File: config.mk
export PLATFORM = sky130hd
export DESIGN_NAME = periodic_slot_selector_top_flat
export DESIGN_NICKNAME = d
export VERILOG_FILES = /design/src/rtl/pss_pkg.sv /design/src/rtl/pss_if.sv /design/src/rtl/pss_cfg_regs.sv /design/src/rtl/pss_sched_mem.sv /design/src/rtl/pss_rem_div.sv /design/src/rtl/periodic_slot_selector_top.sv /design/src/flat_wrapper.sv
export SDC_FILE = /design/constraint.sdc
export NUM_CORES = 2
export LEC_CHECK = 0
export BUFFER_PORTS_ARGS = -buffer_cell sky130_fd_sc_hd__buf_2
export CORE_MARGIN = 3
export CORE_UTILIZATION = 30
export DETAILED_ROUTE_END_ITERATION = 8
export PLACE_DENSITY = 0.43
export SYNTH_ARGS = -nofsm -noshare
export SYNTH_HDL_FRONTEND = slang
export SYNTH_HIERARCHICAL = 1
export SYNTH_SLANG_ARGS = --single-unit
File: constraint.sdc
create_clock -name clk -period 12.2 [get_ports clk]
set_clock_uncertainty 0.2 [all_clocks]
set_input_delay 0.61 -clock clk [delete_from_list [all_inputs] [get_ports clk]]
set_output_delay 0.61 -clock clk [all_outputs]
set_load 0.01 [all_outputs]
File: src/rtl/pss_pkg.sv
package pss_pkg;

  localparam int unsigned PNS_W     = 47;
  localparam int unsigned DIV_STEPS = 64;
  localparam int unsigned CNT_W     = 6;

  localparam logic [PNS_W-1:0] NS_PER_S_P  = 47'd1_000_000_000;
  localparam logic [63:0]      NS_PER_S_64 = 64'd1_000_000_000;
  localparam logic [63:0]      TX_LEN_NS   = 64'd110_592_000_000;
  localparam logic [63:0]      MAX_LEAD_NS = 64'd10_000_000_000;
  localparam logic [63:0]      MIN_LEAD_NS = 64'd2_000_000_000;
  localparam logic [63:0]      ALL_ONES    = 64'hFFFF_FFFF_FFFF_FFFF;

  localparam logic [2:0] CFG_MAX_UNC  = 3'd0;
  localparam logic [2:0] CFG_MAX_HOLD = 3'd1;
  localparam logic [2:0] CFG_MIN_UTC  = 3'd2;
  localparam logic [2:0] CFG_MAX_UTC  = 3'd3;
  localparam logic [2:0] CFG_EXPIRY   = 3'd4;

  localparam logic [2:0] OUT_ARMABLE   = 3'd0;
  localparam logic [2:0] OUT_NOT_READY = 3'd1;
  localparam logic [2:0] OUT_CLOCK_REJ = 3'd2;
  localparam logic [2:0] OUT_NO_SLOT   = 3'd3;
  localparam logic [2:0] OUT_EXPIRY    = 3'd4;
  localparam logic [2:0] OUT_WRITTEN   = 3'd5;

  localparam logic [1:0] CLK_SYNC = 2'd1;
  localparam logic [1:0] CLK_HOLD = 2'd2;

  typedef struct packed {
    logic [16:0] period_sec;
    logic [16:0] phase_s;
  } entry_t;

  typedef struct packed {
    logic [63:0] max_unc;
    logic [63:0] max_hold;
    logic [63:0] min_utc;
    logic [63:0] max_utc;
    logic [63:0] expiry_ns;
  } cfg_t;

endpackage

File: src/rtl/pss_if.sv
interface pss_in_if;
  logic        valid;
  logic        ready;
  logic        func;
  logic [2:0]  entry_index;
  logic [16:0] period_sec;
  logic [16:0] phase_s;
  logic [63:0] now_ns;
  logic [63:0] watermark_ns;
  logic [1:0]  clk_state;
  logic        leap_normal;
  logic [63:0] unc_ns;
  logic [63:0] sync_age;
  logic        ready_req;

  modport source (
    output valid, func, entry_index, period_sec, phase_s, now_ns, watermark_ns,
           clk_state, leap_normal, unc_ns, sync_age, ready_req,
    input  ready
  );
  modport sink (
    input  valid, func, entry_index, period_sec, phase_s, now_ns, watermark_ns,
           clk_state, leap_normal, unc_ns, sync_age, ready_req,
    output ready
  );
endinterface

interface pss_out_if;
  logic        valid;
  logic        ready;
  logic        arm;
  logic [63:0] slot_ns;
  logic [2:0]  outcome;

  modport source (output valid, arm, slot_ns, outcome, input ready);
  modport sink (input valid, arm, slot_ns, outcome, output ready);
endinterface

File: src/rtl/pss_cfg_regs.sv
module pss_cfg_regs (
  input  logic             clk,
  input  logic             rst_n,
  input  logic             cfg_we,
  input  logic [2:0]       cfg_index,
  input  logic [63:0]      cfg_wdata,
  output pss_pkg::cfg_t    cfg
);
  import pss_pkg::*;

  logic [63:0] max_unc_r;
  logic [63:0] max_hold_r;
  logic [63:0] min_utc_r;
  logic [63:0] max_utc_r;
  logic [31:0] expiry_s_r;
  logic [63:0] expiry_ns_r;

  always_ff @(posedge clk) begin
    if (!rst_n) begin
      max_unc_r   <= 64'd1_000_000;
      max_hold_r  <= '0;
      min_utc_r   <= '0;
      max_utc_r   <= ALL_ONES;
      expiry_s_r  <= '0;
      expiry_ns_r <= '0;
    end else begin
      expiry_ns_r <= 64'(expiry_s_r) * NS_PER_S_64;
      if (cfg_we) begin
        case (cfg_index)
          CFG_MAX_UNC:  max_unc_r  <= cfg_wdata;
          CFG_MAX_HOLD: max_hold_r <= cfg_wdata;
          CFG_MIN_UTC:  min_utc_r  <= cfg_wdata;
          CFG_MAX_UTC:  max_utc_r  <= cfg_wdata;
          CFG_EXPIRY:   expiry_s_r <= cfg_wdata[31:0];
          default: ;
        endcase
      end
    end
  end

  assign cfg.max_unc   = max_unc_r;
  assign cfg.max_hold  = max_hold_r;
  assign cfg.min_utc   = min_utc_r;
  assign cfg.max_utc   = max_utc_r;
  assign cfg.expiry_ns = expiry_ns_r;

endmodule

File: src/rtl/pss_sched_mem.sv
module pss_sched_mem #(
  parameter int unsigned DEPTH = 8,
  parameter int unsigned AW    = 3
) (
  input  logic              clk,
  input  logic              rst_n,
  input  logic              we,
  input  logic [AW-1:0]     waddr,
  input  pss_pkg::entry_t   wdata,
  input  logic              re,
  input  logic [AW-1:0]     raddr,
  output pss_pkg::entry_t   rdata,
  output logic              rvalid
);
  import pss_pkg::*;

  entry_t           mem [DEPTH];
  logic [DEPTH-1:0] vld_r;
  entry_t           rdata_r;
  logic             rvalid_r;

  always_ff @(posedge clk) begin
    if (we) begin
      mem[waddr] <= wdata;
    end
    if (re) begin
      rdata_r <= mem[raddr];
    end
  end

  always_ff @(posedge clk) begin
    if (!rst_n) begin
      vld_r    <= '0;
      rvalid_r <= 1'b0;
    end else begin
      if (we) begin
        vld_r[waddr] <= 1'b1;
      end
      if (re) begin
        rvalid_r <= vld_r[raddr];
      end
    end
  end

  assign rdata  = rdata_r;
  assign rvalid = rvalid_r;

endmodule

File: src/rtl/pss_rem_div.sv
module pss_rem_div (
  input  logic                       clk,
  input  logic                       rst_n,
  input  logic                       start,
  input  logic [63:0]                dividend,
  input  logic [pss_pkg::PNS_W-1:0]  divisor,
  output logic                       done,
  output logic [pss_pkg::PNS_W-1:0]  rem
);
  import pss_pkg::*;

  logic [63:0]      dvd_r;
  logic [PNS_W-1:0] dsr_r;
  logic [PNS_W-1:0] rem_r;
  logic [PNS_W-1:0] rem_nxt;
  logic [PNS_W:0]   trial;
  logic [CNT_W-1:0] cnt_r;
  logic             busy_r;
  logic             done_r;

  // restoring step, one quotient bit per cycle; only the remainder is kept
  always_comb begin
    trial = {rem_r, dvd_r[63]};
    if (trial >= {1'b0, dsr_r}) begin
      rem_nxt = PNS_W'(trial - {1'b0, dsr_r});
    end else begin
      rem_nxt = trial[PNS_W-1:0];
    end
  end

  always_ff @(posedge clk) begin
    if (!rst_n) begin
      busy_r <= 1'b0;
      done_r <= 1'b0;
      cnt_r  <= '0;
    end else begin
      done_r <= 1'b0;
      if (start) begin
        busy_r <= 1'b1;
        cnt_r  <= '0;
      end else if (busy_r) begin
        cnt_r <= cnt_r + 1'b1;
        if (cnt_r == CNT_W'(DIV_STEPS - 1)) begin
          busy_r <= 1'b0;
          done_r <= 1'b1;
        end
      end
    end
    if (start) begin
      dvd_r <= dividend;
      dsr_r <= divisor;
      rem_r <= '0;
    end else if (busy_r) begin
      dvd_r <= {dvd_r[62:0], 1'b0};
      rem_r <= rem_nxt;
    end
  end

  assign done = done_r;
  assign rem  = rem_r;

endmodule

File: src/rtl/periodic_slot_selector_top.sv
// Channel   Dir  Handshake     Payload
// in_ch     in   valid/ready   func, entry_index, period_sec, phase_s, now_ns,
//                              watermark_ns, clk_state, leap_normal,
//                              unc_ns, sync_age, ready_req
// out_ch    out  valid/ready   arm, slot_ns, outcome
// cfg_*     in   cfg_we        cfg_index, cfg_wdata (no read-back)
//
// One transaction at a time. A table write or a rejected poll goes straight to S_DONE.
// A full poll reads every table entry and runs the 64-step remainder unit (one bit
// per cycle) once for each filled entry with a nonzero period.
// Reset clears the entry valid bits at once; no clearing pass is needed.
// A result waits in the output register while out_ch.ready is low; the block
// holds its finished result until that register frees up.
module periodic_slot_selector_top #(
  parameter int unsigned MAX_SCHEDULES = 8
) (
  input  logic        clk,
  input  logic        rst_n,
  pss_in_if.sink      in_ch,
  pss_out_if.source   out_ch,
  input  logic        cfg_we,
  input  logic [2:0]  cfg_index,
  input  logic [63:0] cfg_wdata
);
  import pss_pkg::*;

  localparam int unsigned AW = (MAX_SCHEDULES > 1) ? $clog2(MAX_SCHEDULES) : 1;
  localparam logic [AW-1:0] LAST_IDX = AW'(MAX_SCHEDULES - 1);

  typedef enum logic [3:0] {
    S_IDLE, S_RD, S_MUL, S_DGO, S_DIV, S_SLOT, S_ADJ, S_CMP, S_LEAD, S_EXP, S_DONE
  } state_t;

  cfg_t             cfg;
  entry_t           wr_entry;
  entry_t           rd_entry;
  logic             rd_valid;
  logic             mem_we;
  logic             mem_re;
  logic             div_start;
  logic             div_done;
  logic [PNS_W-1:0] div_rem;
  logic             in_acc;
  logic             clock_ok;

  state_t           state_r,     state_nxt;
  logic [AW-1:0]    idx_r,       idx_nxt;
  logic [63:0]      now_r,       now_nxt;
  logic [63:0]      wm_r,        wm_nxt;
  logic             have_r,      have_nxt;
  logic [63:0]      cand_r,      cand_nxt;
  logic [PNS_W-1:0] pns_r,       pns_nxt;
  logic [PNS_W-1:0] add_r,       add_nxt;
  logic [63:0]      slot_r,      slot_nxt;
  logic [63:0]      lead_r,      lead_nxt;
  logic             win_r,       win_nxt;
  logic             res_arm_r,   res_arm_nxt;
  logic [63:0]      res_slot_r,  res_slot_nxt;
  logic [2:0]       res_code_r,  res_code_nxt;
  logic             out_valid_r, out_valid_nxt;
  logic             out_arm_r,   out_arm_nxt;
  logic [63:0]      out_slot_r,  out_slot_nxt;
  logic [2:0]       out_code_r,  out_code_nxt;

  logic [63:0]      base;
  logic [64:0]      sum65;
  logic [64:0]      next65;

  pss_cfg_regs u_cfg (
    .clk       (clk),
    .rst_n     (rst_n),
    .cfg_we    (cfg_we),
    .cfg_index (cfg_index),
    .cfg_wdata (cfg_wdata),
    .cfg       (cfg)
  );

  assign wr_entry.period_sec = in_ch.period_sec;
  assign wr_entry.phase_s    = in_ch.phase_s;

  pss_sched_mem #(
    .DEPTH (MAX_SCHEDULES),
    .AW    (AW)
  ) u_mem (
    .clk    (clk),
    .rst_n  (rst_n),
    .we     (mem_we),
    .waddr  (AW'(in_ch.entry_index)),
    .wdata  (wr_entry),
    .re     (mem_re),
    .raddr  (idx_r),
    .rdata  (rd_entry),
    .rvalid (rd_valid)
  );

  pss_rem_div u_div (
    .clk      (clk),
    .rst_n    (rst_n),
    .start    (div_start),
    .dividend (now_r),
    .divisor  (pns_r),
    .done     (div_done),
    .rem      (div_rem)
  );

  assign in_ch.ready = (state_r == S_IDLE);
  assign in_acc      = in_ch.valid && (state_r == S_IDLE);
  assign mem_we      = in_acc && in_ch.func && (32'(in_ch.entry_index) < MAX_SCHEDULES);
  assign mem_re      = (state_r == S_RD);
  assign div_start   = (state_r == S_DGO);

  assign clock_ok = ((in_ch.clk_state == CLK_SYNC) || (in_ch.clk_state == CLK_HOLD))
                 && in_ch.leap_normal
                 && (in_ch.unc_ns <= cfg.max_unc)
                 && !((in_ch.clk_state == CLK_HOLD)
                      && ((cfg.max_hold == 64'd0) || (in_ch.sync_age > cfg.max_hold)))
                 && (in_ch.now_ns >= cfg.min_utc)
                 && (in_ch.now_ns < cfg.max_utc);

  assign base   = now_r - 64'(div_rem);
  assign sum65  = {1'b0, base} + 65'(add_r);
  assign next65 = {1'b0, slot_r} + 65'(pns_r);

  always_comb begin
    state_nxt     = state_r;
    idx_nxt       = idx_r;
    now_nxt       = now_r;
    wm_nxt        = wm_r;
    have_nxt      = have_r;
    cand_nxt      = cand_r;
    pns_nxt       = pns_r;
    add_nxt       = add_r;
    slot_nxt      = slot_r;
    lead_nxt      = lead_r;
    win_nxt       = win_r;
    res_arm_nxt   = res_arm_r;
    res_slot_nxt  = res_slot_r;
    res_code_nxt  = res_code_r;
    out_valid_nxt = out_valid_r && !out_ch.ready;
    out_arm_nxt   = out_arm_r;
    out_slot_nxt  = out_slot_r;
    out_code_nxt  = out_code_r;

    case (state_r)
      S_IDLE: begin
        if (in_acc) begin
          res_arm_nxt  = 1'b0;
          res_slot_nxt = ALL_ONES;
          now_nxt      = in_ch.now_ns;
          wm_nxt       = in_ch.watermark_ns;
          idx_nxt      = '0;
          have_nxt     = 1'b0;
          state_nxt    = S_DONE;
          if (in_ch.func) begin
            res_code_nxt = OUT_WRITTEN;
          end else if (!in_ch.ready_req) begin
            res_code_nxt = OUT_NOT_READY;
          end else if (!clock_ok) begin
            res_code_nxt = OUT_CLOCK_REJ;
          end else begin
            state_nxt = S_RD;
          end
        end
      end
      S_RD: begin
        state_nxt = S_MUL;
      end
      S_MUL: begin
        pns_nxt = PNS_W'(rd_entry.period_sec) * NS_PER_S_P;
        add_nxt = PNS_W'({1'b0, rd_entry.phase_s} + 18'd1) * NS_PER_S_P;
        if (rd_valid && (rd_entry.period_sec != 17'd0)) begin
          state_nxt = S_DGO;
        end else if (idx_r == LAST_IDX) begin
          state_nxt = S_LEAD;
        end else begin
          idx_nxt   = idx_r + 1'b1;
          state_nxt = S_RD;
        end
      end
      S_DGO: begin
        state_nxt = S_DIV;
      end
      S_DIV: begin
        if (div_done) begin
          state_nxt = S_SLOT;
        end
      end
      S_SLOT: begin
        slot_nxt  = sum65[63:0];
        state_nxt = S_ADJ;
        if (sum65[64]) begin
          state_nxt = (idx_r == LAST_IDX) ? S_LEAD : S_RD;
          if (idx_r != LAST_IDX) begin
            idx_nxt = idx_r + 1'b1;
          end
        end
      end
      S_ADJ: begin
        state_nxt = S_CMP;
        if (slot_r <= now_r) begin
          slot_nxt = next65[63:0];
          if (next65[64]) begin
            state_nxt = (idx_r == LAST_IDX) ? S_LEAD : S_RD;
            if (idx_r != LAST_IDX) begin
              idx_nxt = idx_r + 1'b1;
            end
          end
        end
      end
      S_CMP: begin
        if ((slot_r > wm_r) && (!have_r || (slot_r < cand_r))) begin
          cand_nxt = slot_r;
          have_nxt = 1'b1;
        end
        state_nxt = (idx_r == LAST_IDX) ? S_LEAD : S_RD;
        if (idx_r != LAST_IDX) begin
          idx_nxt = idx_r + 1'b1;
        end
      end
      S_LEAD: begin
        win_nxt   = have_r && (cand_r > now_r);
        lead_nxt  = cand_r - now_r;
        state_nxt = S_EXP;
      end
      S_EXP: begin
        state_nxt = S_DONE;
        if (!win_r || (lead_r > MAX_LEAD_NS) || (lead_r < MIN_LEAD_NS)) begin
          res_arm_nxt  = 1'b0;
          res_slot_nxt = ALL_ONES;
          res_code_nxt = OUT_NO_SLOT;
        end else if ((cfg.expiry_ns != 64'd0)
                     && ((cand_r >= cfg.expiry_ns)
                         || ((cfg.expiry_ns - cand_r) < TX_LEN_NS))) begin
          res_arm_nxt  = 1'b0;
          res_slot_nxt = cand_r;
          res_code_nxt = OUT_EXPIRY;
        end else begin
          res_arm_nxt  = 1'b1;
          res_slot_nxt = cand_r;
          res_code_nxt = OUT_ARMABLE;
        end
      end
      S_DONE: begin
        if (!out_valid_r || out_ch.ready) begin
          out_valid_nxt = 1'b1;
          out_arm_nxt   = res_arm_r;
          out_slot_nxt  = res_slot_r;
          out_code_nxt  = res_code_r;
          state_nxt     = S_IDLE;
        end
      end
      default: begin
        state_nxt = S_IDLE;
      end
    endcase
  end

  always_ff @(posedge clk) begin
    if (!rst_n) begin
      state_r     <= S_IDLE;
      out_valid_r <= 1'b0;
      idx_r       <= '0;
      have_r      <= 1'b0;
    end else begin
      state_r     <= state_nxt;
      out_valid_r <= out_valid_nxt;
      idx_r       <= idx_nxt;
      have_r      <= have_nxt;
    end
    now_r      <= now_nxt;
    wm_r       <= wm_nxt;
    cand_r     <= cand_nxt;
    pns_r      <= pns_nxt;
    add_r      <= add_nxt;
    slot_r     <= slot_nxt;
    lead_r     <= lead_nxt;
    win_r      <= win_nxt;
    res_arm_r  <= res_arm_nxt;
    res_slot_r <= res_slot_nxt;
    res_code_r <= res_code_nxt;
    out_arm_r  <= out_arm_nxt;
    out_slot_r <= out_slot_nxt;
    out_code_r <= out_code_nxt;
  end

  assign out_ch.valid   = out_valid_r;
  assign out_ch.arm     = out_arm_r;
  assign out_ch.slot_ns = out_slot_r;
  assign out_ch.outcome = out_code_r;

endmodule
File: src/flat_wrapper.sv
// flat-port wrapper written by rule: the top's interface ports become plain ports
module periodic_slot_selector_top_flat import pss_pkg::*;
#(
  parameter int unsigned MAX_SCHEDULES = 8
)
  (clk, rst_n, cfg_we, cfg_index, cfg_wdata, in_ch_valid, in_ch_func, in_ch_entry_index, in_ch_period_sec, in_ch_phase_s, in_ch_now_ns, in_ch_watermark_ns, in_ch_clk_state, in_ch_leap_normal, in_ch_unc_ns, in_ch_sync_age, in_ch_ready_req, in_ch_ready, out_ch_valid, out_ch_arm, out_ch_slot_ns, out_ch_outcome, out_ch_ready);
  pss_in_if in_ch_i ();
  pss_out_if out_ch_i ();
  input  logic clk;
  input  logic rst_n;
  input  logic cfg_we;
  input  logic [2:0] cfg_index;
  input  logic [63:0] cfg_wdata;
  input wire logic [$bits(in_ch_i.valid)-1:0] in_ch_valid;
  input wire logic [$bits(in_ch_i.func)-1:0] in_ch_func;
  input wire logic [$bits(in_ch_i.entry_index)-1:0] in_ch_entry_index;
  input wire logic [$bits(in_ch_i.period_sec)-1:0] in_ch_period_sec;
  input wire logic [$bits(in_ch_i.phase_s)-1:0] in_ch_phase_s;
  input wire logic [$bits(in_ch_i.now_ns)-1:0] in_ch_now_ns;
  input wire logic [$bits(in_ch_i.watermark_ns)-1:0] in_ch_watermark_ns;
  input wire logic [$bits(in_ch_i.clk_state)-1:0] in_ch_clk_state;
  input wire logic [$bits(in_ch_i.leap_normal)-1:0] in_ch_leap_normal;
  input wire logic [$bits(in_ch_i.unc_ns)-1:0] in_ch_unc_ns;
  input wire logic [$bits(in_ch_i.sync_age)-1:0] in_ch_sync_age;
  input wire logic [$bits(in_ch_i.ready_req)-1:0] in_ch_ready_req;
  output wire logic [$bits(in_ch_i.ready)-1:0] in_ch_ready;
  output wire logic [$bits(out_ch_i.valid)-1:0] out_ch_valid;
  output wire logic [$bits(out_ch_i.arm)-1:0] out_ch_arm;
  output wire logic [$bits(out_ch_i.slot_ns)-1:0] out_ch_slot_ns;
  output wire logic [$bits(out_ch_i.outcome)-1:0] out_ch_outcome;
  input wire logic [$bits(out_ch_i.ready)-1:0] out_ch_ready;
  assign in_ch_i.valid = in_ch_valid;
  assign in_ch_i.func = in_ch_func;
  assign in_ch_i.entry_index = in_ch_entry_index;
  assign in_ch_i.period_sec = in_ch_period_sec;
  assign in_ch_i.phase_s = in_ch_phase_s;
  assign in_ch_i.now_ns = in_ch_now_ns;
  assign in_ch_i.watermark_ns = in_ch_watermark_ns;
  assign in_ch_i.clk_state = in_ch_clk_state;
  assign in_ch_i.leap_normal = in_ch_leap_normal;
  assign in_ch_i.unc_ns = in_ch_unc_ns;
  assign in_ch_i.sync_age = in_ch_sync_age;
  assign in_ch_i.ready_req = in_ch_ready_req;
  assign in_ch_ready = in_ch_i.ready;
  assign out_ch_valid = out_ch_i.valid;
  assign out_ch_arm = out_ch_i.arm;
  assign out_ch_slot_ns = out_ch_i.slot_ns;
  assign out_ch_outcome = out_ch_i.outcome;
  assign out_ch_i.ready = out_ch_ready;
  periodic_slot_selector_top #(.MAX_SCHEDULES(MAX_SCHEDULES)) u_core (.clk(clk), .rst_n(rst_n), .in_ch(in_ch_i), .out_ch(out_ch_i), .cfg_we(cfg_we), .cfg_index(cfg_index), .cfg_wdata(cfg_wdata));
endmodule
==> run metrics <==
setup repair after global routing missed its margin no; clock tree from TritonCTS built; required time worst endpoint about 13000 ps; post-layout minimum cycle time 8571 ps; Worst Hold Endpoint u_core/u_mem/mem[6][1]; synthesized-area fraction occupied by ao, oa, aoi and oai cells between 10% and 20%; io pins 440; initial detailed-routing violation count 5419; top cell type by total area after synthesis edfxtp_1; multi-input combinational cell area around 61000 µm²; antenna violations before repair 57; number of synthesized register bits roughly 1400; number of DRC violations after detailed routing 0; mapped cell area 104800 µm²; Setup crit end kind flop; min-delay worst type in2reg; worst vdd rail ir drop ~0.56 mV; power per cell area 345.2 nW/µm²; sum of negative setup slack 0 ps; top-area cell type share of the netlist area a little over a quarter; crit path DAT 8970 ps; total number of vias 78520; worst r2r path cells 25; commonest non-fill, non-tap cell in the layout inv_1; Core Box Area ~350000 µm²; total power consumption of the routed design between 0.04 and 0.05 W; largest fanout of any net on the critical path 8; main combinational cell family by area after synthesis adder cells; run status finished, final reports clean; post-CTS setup buffer count 0; routability congestion estimate a little over 0.9; nature of the critical path startpoint flop; routed wire length 381700 µm; clock slew seen by the registers of the worst setup and hold paths ~60 ps; vias in the first global route between 80000 and 90000; Simple-Gate Fraction of Synth Area between 10% and 20%; first-pass iteration count of the detailed router 6; most used cells in the layout excluding fill and tap cells 1538 x inv_1, 1319 x ha_1, 1024 x nand2_1; reg2reg end u_core/add_r[45]; synthesis warning total 6; Die X-Extent around 600 µm; Seq/Total Area, Yosys approximately a third; Starting Density 30.21%; TritonCTS buffer count roughly 180; total half-perimeter wirelength after legalization and detailed placement ~310000 µm; Hold Path Origin in_ch_entry_index[1]; count of distinct cell types in the synthesized netlist 120; async set-or-reset flop fraction in the synthesized netlist 0%; relative area change from synthesis to final layout 15.22%; transition time at the pin with the least slew margin 1244 ps; final worst path period share 70.25%; max frequency about 0.12 GHz; startpoint-to-endpoint class of the critical path reg2reg; synthesized area per cell 10.23 µm²; cell repeated most along the worst path fa_1; remaining antenna violation count 0; final setup violating endpoints 0; die area approximately 360000 µm²; delay contributed by the slowest stage of the critical path about 620 ps; maximum number of pins on one net before global-route repair 109; number of synthesized flops with an enable pin 950; average detailed-routed wire length per instance roughly 24 µm; proportion of layout cells with a drive suffix above 1 9.331%; buffers from clock root to sink, at most 4; cell depth of the worst hold path 3; clock insertion delay at the later pin of the skew report around 930 ps; critical register-to-register path startpoint u_core/u_mem/rdata[0]; instance count after placement with tap cells included 15070; number of vias per cell ~5; critical path's slowest cell xor2_1; worst slew slack as a fraction of its limit roughly 16%; non-filler instance count after layout 15660; CTS H-Tree Depth 4; parity-gate share of the synthesized area counting xor and xnor cells under 10%; adder-cell area share of the yosys netlist about 27%; Synth Instances a little over 10000; number of cells upsized or downsized after cts 0; clock tree root driver cell clkbuf_16; FF/Latch Area between 30000 and 40000 µm²; number of placement rows 216; post-layout net count 13200; flip-flop cell with the highest count after synthesis edfxtp_1; global-route wire length before repair approximately 550000 µm; Hold Violations, Final 0; Max Cap Violations 0; combined global-route utilization of all metal layers a little over a fifth; leakage power figure 52.19 nW; input/output buffers roughly 440; count of final max-slew check failures 0; remaining global-route overflow 0; Hold WS about 120 ps; flop2flop setup slack around 3600 ps; number of fill cells in the layout approximately 35000; multiplexer fraction of the synthesized cell area under 10%; count of clock tree sinks approximately 1400; top cells by area, synth edfxtp_1 27%, ha_1 16%, fa_1 12%; worst setup path startpoint u_core/u_mem/rdata[0]; CTS hold repair buffers roughly 230; die height around 600 µm
==> registers in the layout (all words and copies together), names as in the netlist, 34 cells and up <==
register,flops
u_core/u_mem/rdata,34
u_core/slot_r,64
u_core/add_r,38
u_core/u_div/dsr_r,47
u_core/u_cfg/expiry_ns_r,53
u_core/u_mem/mem,272
u_core/lead_r,64
u_core/u_cfg/max_hold_r,64
u_core/u_cfg/min_utc_r,64
u_core/out_ch.slot_ns,64
u_core/now_r,64
u_core/u_div/rem,47
u_core/wm_r,64
u_core/u_div/dvd_r,64
u_core/cand_r,64
u_core/u_cfg/max_utc_r,64
u_core/pns_r,38
u_core/res_slot_r,64
u_core/u_cfg/max_unc_r,64
==> metrics by stage <==
step	worst slack [ps]	util [%]	cell area, µm²
2_1_floorplan	2808	-	104900
4_1_cts	3597	34.78	120700
6_report	3629	34.81	120800
5_1_grt	3060	34.80	120700
3_3_place_gp	3651	32.35	112300
3_5_place_dp	3693	32.35	112300
==> final cells by class <==
cell class              instances  area share, %
clock inverters               109          1.178
multi-input cells            7076          50.62
diodes                         32        0.06630
well taps                    4578          4.742
clock buffers                 213          3.905
repair buffers                744          4.202
inverters                    1543          4.799
flip-flops and latches       1364          30.49
==> cell families (layout without fill, tap and decap cells) <==
kind of cell,after synthesis,count (layout)
and+or+nand+nor,2442,2442
AOI/OAI and AO/OA,2072,2072
adders and majority gates,1928,1928
buffers and inverters,1822,2609
DFF,1364,1364
xor gates and xnor gates,403,403
muxes,211,211
other,2,52
==> per-layer routing <==
metal / wire (µm) / part of all wire, % / track usage (%)
met1: 172900 / 45 / 28.48
met5: 114 / 0.030 / 0
met4: 11890 / 3.1 / 6.155
met2: 180200 / 47 / 35.15
met3: 16670 / 4.4 / 2.330
==> power breakdown <==
| group | total (W) | switching [W] | internal [W] | leakage (nW) |
|---|---|---|---|---|
| combinational | 0.0284 | 0.0167 | 0.0117 | 37.5 |
| clock | 0.00554 | 0.00220 | 0.00334 | 2.98 |
| sequential | 0.00777 | 0.000676 | 0.00710 | 11.7 |
==> worst max-delay path: cells and delay by family (launching register included) <==
kind / cells / cell delay (ps)
adder cells (fa/ha/maj): 8 / 3620
AO/OA/AOI/OAI: 8 / 2220
AND/OR/NAND/NOR: 5 / 840
XOR/XNOR: 2 / 720
flip-flops: 1 / 520
buffers and inverters: 2 / 110
==> how the worst max path moves through the flow <==
stage,slack [ps],depth (start not counted),end
2_1_floorplan,2810,14,u_core/cand_r[0]
3_3_place_gp,3650,25,u_core/add_r[45]
3_5_place_dp,3690,25,u_core/add_r[45]
4_1_cts,3600,25,u_core/add_r[45]
5_1_grt,3060,25,u_core/add_r[45]
6_report,3630,25,u_core/add_r[45]
==> synthesized netlist by cell type, types with 54 or more instances <==
cell type	instances
a21o_1	348
nor4_1	76
nand2b_1	106
nand3_1	197
nor2_1	368
a21oi_1	535
and2_1	77
o21bai_1	55
inv_1	1542
o21ai_0	337
nor3_1	116
edfxtp_1	950
xor2_1	136
ha_1	1319
clkbuf_1	206
mux4_1	59
fa_1	609
o21a_1	81
nand4_1	168
nor2b_1	102
xnor2_1	267
a21boi_0	227
dfxtp_1	414
nand2_1	1026
a211oi_1	93
and3_1	66
a31oi_1	54
mux2_2	100
Power figures use the tool's default switching activity.
